`src/rtl/b64e_pkg.sv`:
```
// b64e_pkg: shared types, constants and the sextet-to-ascii mapping
// for the base64 stream encoder; depends on nothing
`default_nettype none
package b64e_pkg;

  // depth of the group queue between front and back
  localparam int QDepth = 2;
  localparam int QAw    = (QDepth > 1) ? $clog2(QDepth) : 1;

  // ascii codes
  localparam logic [6:0] PadChar   = 7'h3d;
  localparam logic [6:0] UpperA    = 7'h41;
  localparam logic [6:0] LowerA    = 7'h61;
  localparam logic [6:0] DigitZero = 7'h30;
  localparam logic [6:0] PlusChar  = 7'h2b;
  localparam logic [6:0] SlashChar = 7'h2f;

  // one input byte worth of characters, one to four of them
  typedef struct packed {
    logic [3:0][6:0] chars;
    logic [1:0]      last_idx;
    logic            last;
  } group_t;

  // queue status seen by the front and the back
  typedef struct packed {
    logic full;
    logic empty;
  } q_status_t;

  // map one sextet to its base64 character
  function automatic logic [6:0] enc_sextet(input logic [5:0] v);
    logic [6:0] v7;
    v7 = {1'b0, v};
    if (v < 6'd26) begin
      enc_sextet = UpperA + v7;
    end else if (v < 6'd52) begin
      enc_sextet = LowerA + v7 - 7'd26;
    end else if (v < 6'd62) begin
      enc_sextet = DigitZero + v7 - 7'd52;
    end else if (v == 6'd62) begin
      enc_sextet = PlusChar;
    end else begin
      enc_sextet = SlashChar;
    end
  endfunction

endpackage
`default_nettype wire

```
`src/rtl/b64e_front.sv`:
```
// b64e_front: takes input beats, tracks byte phase and leftover bits,
// builds one character group per byte; uses b64e_pkg
`default_nettype none
module b64e_front (
  input  wire logic               clk,
  input  wire logic               rst_n,
  input  wire logic               in_valid,
  output logic                    in_ready,
  input  wire logic [7:0]         in_data_byte,
  input  wire logic               in_last_byte,
  input  wire b64e_pkg::q_status_t q_status,
  output logic                    push,
  output b64e_pkg::group_t        push_group
);

  localparam logic [1:0] PH0 = 2'd0;
  localparam logic [1:0] PH1 = 2'd1;
  localparam logic [1:0] PH2 = 2'd2;

  logic [1:0] phase_r, phase_nxt;
  logic [3:0] carry_r, carry_nxt;

  assign in_ready = !q_status.full;
  assign push     = in_valid && in_ready;

  // classify the byte by phase and build its characters
  always_comb begin
    push_group.chars    = {4{b64e_pkg::PadChar}};
    push_group.last_idx = 2'd0;
    push_group.last     = in_last_byte;
    phase_nxt           = PH0;
    carry_nxt           = 4'd0;
    case (phase_r)
      PH1: begin
        push_group.chars[0] = b64e_pkg::enc_sextet({carry_r[1:0], in_data_byte[7:4]});
        if (in_last_byte) begin
          push_group.chars[1] = b64e_pkg::enc_sextet({in_data_byte[3:0], 2'b00});
          push_group.last_idx = 2'd2;
        end else begin
          carry_nxt = in_data_byte[3:0];
          phase_nxt = PH2;
        end
      end
      PH2: begin
        push_group.chars[0] = b64e_pkg::enc_sextet({carry_r[3:0], in_data_byte[7:6]});
        push_group.chars[1] = b64e_pkg::enc_sextet(in_data_byte[5:0]);
        push_group.last_idx = 2'd1;
      end
      default: begin
        push_group.chars[0] = b64e_pkg::enc_sextet(in_data_byte[7:2]);
        if (in_last_byte) begin
          push_group.chars[1] = b64e_pkg::enc_sextet({in_data_byte[1:0], 4'b0000});
          push_group.last_idx = 2'd3;
        end else begin
          carry_nxt = {2'b00, in_data_byte[1:0]};
          phase_nxt = PH1;
        end
      end
    endcase
  end

  // phase and leftover bits advance on each accepted beat
  always_ff @(posedge clk) begin
    if (!rst_n) begin
      phase_r <= PH0;
      carry_r <= 4'd0;
    end else if (push) begin
      phase_r <= phase_nxt;
      carry_r <= carry_nxt;
    end
  end

  // the unused phase code is never entered
  a_phase_legal: assert property (@(posedge clk) disable iff (!rst_n)
    phase_r != 2'd3)
    else $error("front entered unused phase");

endmodule
`default_nettype wire

```
`src/rtl/b64e_queue.sv`:
```
// b64e_queue: short fifo of character groups between front and back;
// uses b64e_pkg
`default_nettype none
module b64e_queue (
  input  wire logic                clk,
  input  wire logic                rst_n,
  input  wire logic                push,
  input  wire b64e_pkg::group_t    push_group,
  input  wire logic                pop,
  output b64e_pkg::group_t         pop_group,
  output b64e_pkg::q_status_t      q_status
);

  localparam logic [b64e_pkg::QAw:0] DepthC = (b64e_pkg::QAw + 1)'(b64e_pkg::QDepth);

  b64e_pkg::group_t             mem_r [b64e_pkg::QDepth];
  logic [b64e_pkg::QAw-1:0]     wr_ptr_r, rd_ptr_r;
  logic [b64e_pkg::QAw:0]       count_r;

  assign q_status.full  = (count_r == DepthC);
  assign q_status.empty = (count_r == '0);
  assign pop_group      = mem_r[rd_ptr_r];

  // pointer wrap at the queue depth
  function automatic logic [b64e_pkg::QAw-1:0] ptr_inc(input logic [b64e_pkg::QAw-1:0] p);
    if (p == b64e_pkg::QAw'(b64e_pkg::QDepth - 1)) begin
      ptr_inc = '0;
    end else begin
      ptr_inc = p + 1'b1;
    end
  endfunction

  // storage write
  always_ff @(posedge clk) begin
    if (push) begin
      mem_r[wr_ptr_r] <= push_group;
    end
  end

  // pointers and fill count
  always_ff @(posedge clk) begin
    if (!rst_n) begin
      wr_ptr_r <= '0;
      rd_ptr_r <= '0;
      count_r  <= '0;
    end else begin
      if (push) begin
        wr_ptr_r <= ptr_inc(wr_ptr_r);
      end
      if (pop) begin
        rd_ptr_r <= ptr_inc(rd_ptr_r);
      end
      case ({push, pop})
        2'b10:   count_r <= count_r + 1'b1;
        2'b01:   count_r <= count_r - 1'b1;
        default: count_r <= count_r;
      endcase
    end
  end

  a_no_overflow: assert property (@(posedge clk) disable iff (!rst_n)
    push |-> !q_status.full)
    else $error("queue pushed while full");

  a_no_underflow: assert property (@(posedge clk) disable iff (!rst_n)
    pop |-> !q_status.empty)
    else $error("queue popped while empty");

  a_count_bound: assert property (@(posedge clk) disable iff (!rst_n)
    count_r <= DepthC)
    else $error("queue count beyond depth");

endmodule
`default_nettype wire

```
`src/rtl/b64e_back.sv`:
```
// b64e_back: holds one character group and sends its characters one beat
// per cycle on the result channel while out_ready is high; uses b64e_pkg
`default_nettype none
module b64e_back (
  input  wire logic                clk,
  input  wire logic                rst_n,
  input  wire b64e_pkg::q_status_t q_status,
  input  wire b64e_pkg::group_t    pop_group,
  output logic                     pop,
  output logic                     out_valid,
  input  wire logic                out_ready,
  output logic [6:0]               out_char,
  output logic                     out_last_char
);

  b64e_pkg::group_t grp_r;
  logic [1:0]       idx_r;
  logic             busy_r;
  logic             at_end;
  logic             out_fire;

  assign out_valid     = busy_r;
  assign out_fire      = busy_r && out_ready;
  assign at_end        = (idx_r == grp_r.last_idx);
  assign out_char      = grp_r.chars[idx_r];
  assign out_last_char = grp_r.last && at_end;

  // load the next group once the current one is empty or finishing
  assign pop = (!busy_r || (out_fire && at_end)) && !q_status.empty;

  always_ff @(posedge clk) begin
    if (pop) begin
      grp_r <= pop_group;
    end
  end

  always_ff @(posedge clk) begin
    if (!rst_n) begin
      busy_r <= 1'b0;
      idx_r  <= 2'd0;
    end else if (pop) begin
      busy_r <= 1'b1;
      idx_r  <= 2'd0;
    end else if (out_fire) begin
      if (at_end) begin
        busy_r <= 1'b0;
      end else begin
        idx_r <= idx_r + 1'b1;
      end
    end
  end

  a_idx_in_group: assert property (@(posedge clk) disable iff (!rst_n)
    busy_r |-> idx_r <= grp_r.last_idx)
    else $error("character index beyond group");

endmodule
`default_nettype wire

```
`src/rtl/base64_stream_encoder.sv`:
```
// base64_stream_encoder: top level joining front, group queue and back;
// uses b64e_pkg, b64e_front, b64e_queue, b64e_back
//
// Usage: one raw byte per input beat (in_data_byte, in_last_byte marks the
// final byte of a message). Standard padded base64 characters leave on the
// result channel, one per beat (out_char, out_last_char on the final one).
// Both channels use valid/ready; a beat moves when both are high.
// The first character of a byte shows on out_valid once the byte has been
// written to the group queue and then loaded into the back end group
// register; characters then leave one per cycle while out_ready is high.
// Throughput: a byte is accepted every cycle while the group queue has
// room; the back end emits one to four characters per byte (1.33 average),
// so the output port at one character per cycle sets the sustained rate.
// The queue holds two groups, so the input keeps flowing while a finished
// character waits on a stalled receiver; once it fills, in_ready drops until
// the back end takes a group.
// Reset (rst_n, synchronous, active low) clears the byte phase, the
// leftover bits, the queue and the output; no clearing pass is needed.
`default_nettype none
module base64_stream_encoder (
  input  wire logic       clk,
  input  wire logic       rst_n,
  input  wire logic       in_valid,
  output logic            in_ready,
  input  wire logic [7:0] in_data_byte,
  input  wire logic       in_last_byte,
  output logic            out_valid,
  input  wire logic       out_ready,
  output logic [6:0]      out_char,
  output logic            out_last_char
);

  b64e_pkg::q_status_t q_status;
  b64e_pkg::group_t    push_group;
  b64e_pkg::group_t    pop_group;
  logic                push;
  logic                pop;

  // front: accept and classify
  b64e_front u_front (
    .clk          (clk),
    .rst_n        (rst_n),
    .in_valid     (in_valid),
    .in_ready     (in_ready),
    .in_data_byte (in_data_byte),
    .in_last_byte (in_last_byte),
    .q_status     (q_status),
    .push         (push),
    .push_group   (push_group)
  );

  // group queue
  b64e_queue u_queue (
    .clk        (clk),
    .rst_n      (rst_n),
    .push       (push),
    .push_group (push_group),
    .pop        (pop),
    .pop_group  (pop_group),
    .q_status   (q_status)
  );

  // back: serialize characters
  b64e_back u_back (
    .clk           (clk),
    .rst_n         (rst_n),
    .q_status      (q_status),
    .pop_group     (pop_group),
    .pop           (pop),
    .out_valid     (out_valid),
    .out_ready     (out_ready),
    .out_char      (out_char),
    .out_last_char (out_last_char)
  );

endmodule
`default_nettype wire
```
`config.mk`:
```
export PLATFORM = sky130hd
export DESIGN_NAME = base64_stream_encoder
export DESIGN_NICKNAME = d
export VERILOG_FILES = /design/src/rtl/b64e_pkg.sv /design/src/rtl/b64e_front.sv /design/src/rtl/b64e_queue.sv /design/src/rtl/b64e_back.sv /design/src/rtl/base64_stream_encoder.sv
export SDC_FILE = /design/constraint.sdc
export NUM_CORES = 1
export LEC_CHECK = 0
export BUFFER_PORTS_ARGS = -buffer_cell sky130_fd_sc_hd__buf_2
export CAP_MARGIN = 20
export CORE_MARGIN = 1
export CORE_UTILIZATION = 45
export CTS_CLUSTER_SIZE = 14
export DETAILED_ROUTE_END_ITERATION = 8
export GPL_TIMING_DRIVEN = 0
export PLACE_DENSITY = 0.67
export SYNTH_ARGS = -nofsm -noshare
export SYNTH_HDL_FRONTEND = slang
export SYNTH_HIERARCHICAL = 1
export SYNTH_SLANG_ARGS = --single-unit
```
`constraint.sdc`:
```
create_clock -name clk -period 6.5 [get_ports clk]
set_input_delay 1.3 -clock clk [delete_from_list [all_inputs] [get_ports clk]]
set_output_delay 1.3 -clock clk [all_outputs]
set_load 0.02 [all_outputs]
```
Word-level counts from Yosys, hierarchy flattened
Memories as Yosys holds them, arrays and structs flattened. A register that Yosys moved wholly into a read port is not among the register bits. Cells that the tools add are included.

Register bits: 27. RAM bits: 34. Input port bits: 13. Output and inout port bits: 10. Word-level logic and storage cells: 135. Memories kept: 1.

$add $sub $neg: 35. $lt $le $gt $ge: 19. Equal/unequal tests: 10. Mux-type cells: 43. Bitwise logic cells: 2. Reduce and logical (&&, ||, !) cells: 16.

Memory list: u_queue.mem_r (depth 2, bits a word 17, read ports 1, clocked after memory_dff 1, wr ports 1, RTL line b64e_queue.sv:16) `b64e_pkg::group_t mem_r [b64e_pkg::QDepth];`.

Operator list (count): 2-to-1 mux 7 bit (21); adder 7 x 6 -> 7 bit, first input constant (12); < comparator 6 bit, second input constant (12); adder 6 x 6 -> 7 bit, first input constant (6); subtractor 7 x 5 -> 7 bit, second input constant (6); subtractor 7 x 6 -> 7 bit, second input constant (6); < comparator 6 x 5 -> 1 bit, second input constant (6); case mux 16 bit (2 select lines) (1); == test 6 bit, second input constant (4); binary-select mux 7 bit (select 2 bit) (1); 2-to-1 mux 3 bit (4); 2-to-1 mux 1 bit (8); 2-to-1 mux 2 bit (4); case mux 2 bit (2 select lines) (2); case mux 4 bit (2 select lines) (1); == test 2 bit, second input constant (3); nonzero test 2 bit (3); logical AND 1 bit (5); adder 2 x 1 -> 2 bit, second input constant (2); == test 2 x 1 -> 1 bit, second input constant (2); 2-to-1 mux 4 bit (1); AND reduction 2 bit (2); zero test 1 bit (3); < comparator 2 x 3 -> 1 bit, second input constant (1); other kinds (7) (9).

Logic depth before layout (Yosys ltp)
Word-level depth: 7. Gate-level depth with buffers: 10.

Hierarchy
Netlist, hierarchy kept.

By module, submodules not included: b64e_queue (instances 1, cells each 118, area an instance 2442.3 um2, sequential area each 1961.9 um2); b64e_front (instances 1, cells each 339, area an instance 2297.2 um2, sequential area each 120.1 um2); b64e_back (instances 1, cells each 63, area an instance 1302.5 um2, sequential area each 991.0 um2).

Least setup slack after synthesis
No wires, ideal clock.

Path type: input port to flip-flop. Start: input port out_ready. End: register u_queue/count_r[1] in the netlist's numbering. Arrival time: 3.770 ns. Required time: 6.430 ns. Path slack: 2.660 ns. Cell stages on the path: 5. Buffers on the path: 0. Path through: a31oi_1 -> nor2_1 -> ha_1 -> or3_1 -> a21boi_1.

Cells in the longest elaborated chain, start to end: 6. Elaborated cells between the ends (all ways): 8.

RTL lines: start, declared (RTL line base64_stream_encoder.sv:28) `input wire logic out_ready,`; logical AND 1 bit (*) (RTL line b64e_back.sv:23) `assign out_fire = busy_r && out_ready;`; logical AND 1 bit (*) (RTL line b64e_back.sv:29) `assign pop = (!busy_r || (out_fire && at_end)) && !q_status.empty;`; logical OR 1 bit (*) (RTL line b64e_back.sv:29); logical AND 1 bit (*) (RTL line b64e_back.sv:29); named net pop (RTL line base64_stream_encoder.sv:37) `logic pop;`; == test 2 x 1 -> 1 bit or == test 2 bit (tied branches) (RTL line b64e_queue.sv:53) `case ({push, pop})`; case mux 2 bit (2 select lines) or nonzero test 2 bit (tied branches); end signal, assigned (RTL line b64e_queue.sv:54) `2'b10: count_r <= count_r + 1'b1;`; end signal, assigned (RTL line b64e_queue.sv:55) `2'b01: count_r <= count_r - 1'b1;`; end signal, assigned (RTL line b64e_queue.sv:56) `default: count_r <= count_r;`; end, declared (RTL line b64e_queue.sv:18) `logic [b64e_pkg::QAw:0] count_r;`.

Mark *: on every way through the listed nets, which the timed path passes. The rest lies on a longest branch. A chain may end at the register's enable or synchronous reset.

==> reports/metrics.json <==
{
  "synthesis": {
    "yosys.cell_count.top_type": "edfxtp_1",
    "syn-instance-count": 520,
    "yosys-top-cells-area": "edfxtp_1, mux2_2, dfxtp_1",
    "syn_area_per_cell_um2": 11.6,
    "yosys_warnings": 6,
    "netlist.area_leader.share_pct": 46.2,
    "netlist_area_mm2": 0.00604,
    "most_used_standard_cells_in_the_synthesized_netlist": "edfxtp_1, nand2_1, mux2_2",
    "synth.yosys.seq_area_share_pct": 50.9,
    "synthFlopType": "edfxtp_1",
    "synth_edf_count": 93,
    "synth-async-reset-ratio_pct": 0,
    "ys_ff_latch": 107,
    "count_of_unique_library_cells_instantiated_by_yosys": 73,
    "synth_top_area_cell": "edfxtp_1"
  },
  "routing": {
    "drt_wl_total_um": 13300,
    "detail_route.drc_violations": 0,
    "detail_route.vias_per_cell": 5.78,
    "drtAntennaViolNets": 0,
    "drt-pass1-iter-count": 5,
    "drtIter0Drc": 393,
    "drt-wirelength-per-cell_um": 17.9,
    "route.vias.total": 4300
  },
  "clocking": {
    "cts_buffers": 9,
    "cts_hold_buffers": 0,
    "clock-sinks": 107,
    "cts.root.buffer_cell": "clkbuf_16",
    "tritoncts_clock_tree": "built",
    "clk_path_buf_depth": 2,
    "setup_buffers_after_cts": 0,
    "clkLatencyLatePin_ns": 0.34,
    "clkTransAtPathRegs_ns": 0.07,
    "h_tree_levels": 3,
    "ctsResizeCount": 0
  },
  "critical_path": {
    "largest_fanout_on_the_critical_path": 10,
    "critical_path_cell_by_cell": "buf_2 > buf_2 > clkbuf_1 > inv_1 > ha_1 > nand2b_1 > buf_2 > a21oi_1 > o21ai_0 > a31o_1 > a221o_1",
    "worst_r2r_path_depth": 9,
    "timing.rr.end": "u_queue/mem_r[0][5]",
    "crit-reg2reg-launch": "u_front/carry_r[0]",
    "crit_arrival_ns": 4.01,
    "critPathMostFrequentCell": "buf_2",
    "worstSetupPathType": "in2reg",
    "critical_path.endpoint_type": "flip-flop",
    "critical_path_required_ns": 6.57,
    "reg2reg_setup_slack_ns": 3.80,
    "critical_path.slowest_cell": "clkbuf_1",
    "setup.worst_path.start_class": "input pin",
    "cpPeakStageDelay_ns": 0.41
  },
  "outcome": {
    "outcome": "finished clean"
  },
  "sta": {
    "hold_worst_slack_ns": 0.485,
    "setup-violations-final": 0,
    "max_slew.worst_pin.slew_ns": 0.830,
    "finalMaxSlewViolations": 0,
    "finalCriticalPeriod_ns": 3.94,
    "number_of_endpoints_with_negative_hold_slack_in_the_final_report": 0,
    "clock-skew-final_ns": 0.0147,
    "rsz0062_at_grt": "false",
    "fmax_mhz": 254,
    "timing.final.crit_share_pct": 60.7,
    "setup_tns_ns": 0,
    "slew_headroom_pct": 44.7,
    "post-route-worst-setup-slack_ns": 2.56
  },
  "die": {
    "core-area_mm2": 0.0129,
    "fp.dieArea_mm2": 0.0139,
    "effective_utilization_at_floorplan_pct": 46.9,
    "floorplan.die.width_um": 118,
    "die_height_um": 118,
    "pin_count": 23,
    "num_rows": 41
  },
  "grt": {
    "grt_max_degree": 34,
    "antenna_found_initial": 0,
    "global_route.usage.total_pct": 19.7,
    "grt_overflow_total": 0,
    "number_of_global_route_vias_before_repair": 4147,
    "wire_length_of_the_first_global_routing_pass_um": 21600
  },
  "layout": {
    "antennaDiodeCount": 0,
    "final_net_count": 601,
    "flow.area_growth_from_synthesis_pct": 12.1,
    "layout.cells.non_filler": 744,
    "layout-drive-gt1-share_pct": 22.4
  },
  "hold_path": {
    "hold_path_depth": 2,
    "hold_path_end": "u_front/phase_r[1]",
    "hold_path.startpoint": "u_front/phase_r[1]",
    "hp_class": "reg2reg"
  },
  "flow_run": {
    "max_cap_viol_count": 0
  },
  "place": {
    "place.detailed.instances": 728,
    "gp_congestion": 0.934,
    "preCtsSetupSlack_ns": 2.25,
    "placement.io_buffers": 22,
    "dpl.hpwl_um": 9730
  },
  "pwr": {
    "cellLeakagePower_nw": 2.44,
    "power_density_mw_per_mm2": 314,
    "ir_worst_vdd_uv": 155
  }
}
routing by layer:
layer | track usage (%) | part of all wire, %
met1 | 26.6 | 47
met2 | 32.4 | 48
met3 | 2.66 | 4.0
met4 | 7.29 | 1.8
met5 | 0 | 0
how the worst max path moves through the flow:
stage	end	startpoint	depth (start not counted)	slack (ns)
finish	u_queue/mem_r[0][5]	in_data_byte[4]	11	2.56
global route	u_queue/mem_r[0][5]	in_data_byte[4]	11	2.32
CTS	u_queue/mem_r[0][5]	in_data_byte[4]	11	2.61
detailed placement	u_queue/mem_r[1][5]	in_data_byte[4]	11	2.25
global placement	u_queue/count_r[1]	out_ready	6	1.75
floorplan	u_queue/count_r[1]	out_ready	5	2.66
area by class of cell:
type | instances | area, µm²
fill | 1128 | 6100
sequential | 107 | 3070
multi-input combinational | 356 | 2670
buffer | 45 | 272
clock buffer | 9 | 225
tap | 172 | 215
timing repair buffer | 24 | 150
inverter | 24 | 90.1
clock inverter | 7 | 80.1
flip-flops by register name, summed over array words and instances, names as in the netlist, named ones only:
register / cells
u_queue/count_r: 2
u_front/carry_r: 4
u_queue/wr_ptr_r: 1
u_back/out_valid: 1
u_queue/mem_r: 62
u_queue/rd_ptr_r: 1
u_back/idx_r: 2
u_front/phase_r: 2
u_back/grp_r: 31
worst max-delay path, delay by kind of cell:
kind,cells,cell delay (ns)
fa+ha+maj,1,0.34
buf+inv,5,1.13
compound gates,4,1.04
simple gates,1,0.19
per-stage QoR:
stage                     area [µm²]  power (mW)  utilization (%)
after floorplan                 6090        1.42                -
after global placement          6410        1.57             49.8
after detailed placement        6470        1.61             50.2
after CTS                       6770        2.15             52.6
after global routing            6770        2.23             52.6
final                           6770        2.12             52.6
cell families after synthesis:
| group | Yosys count | synth area share, % |
|---|---|---|
| AND/OR/NAND/NOR | 132 | 11.4 |
| multiplexers | 45 | 9.57 |
| other | 2 | 0.124 |
| AO/OA/AOI/OAI | 125 | 14.8 |
| buffers and inverters | 69 | 5.98 |
| adder cells (fa/ha/maj) | 21 | 4.35 |
| flip-flops | 107 | 50.9 |
| XOR/XNOR | 19 | 2.88 |
layout by cell type, fill, tap and decap left out, types with 7 or more instances in the layout:
master	instances
o21ai_0	14
dfxtp_1	14
conb_1	14
a21oi_1	24
clkbuf_16	9
mux2_2	32
o211ai_1	7
clkbuf_1	11
nand2_1	34
mux4_2	7
nand2b_1	10
o21ai_1	7
buf_4	19
nand3_1	17
nor2b_1	9
a21o_1	7
edfxtp_1	93
nor2_1	18
inv_1	21
buf_2	35
xnor2_1	17
ha_1	21
report_power, final:
| group | total, mW | internal, mW | switching, mW |
|---|---|---|---|
| registers | 0.996 | 0.945 | 0.0517 |
| logic | 0.599 | 0.257 | 0.342 |
| clock network | 0.529 | 0.274 | 0.255 |
| total | 2.12 | 1.48 | 0.649 |
(Power assumes the default switching activity.)
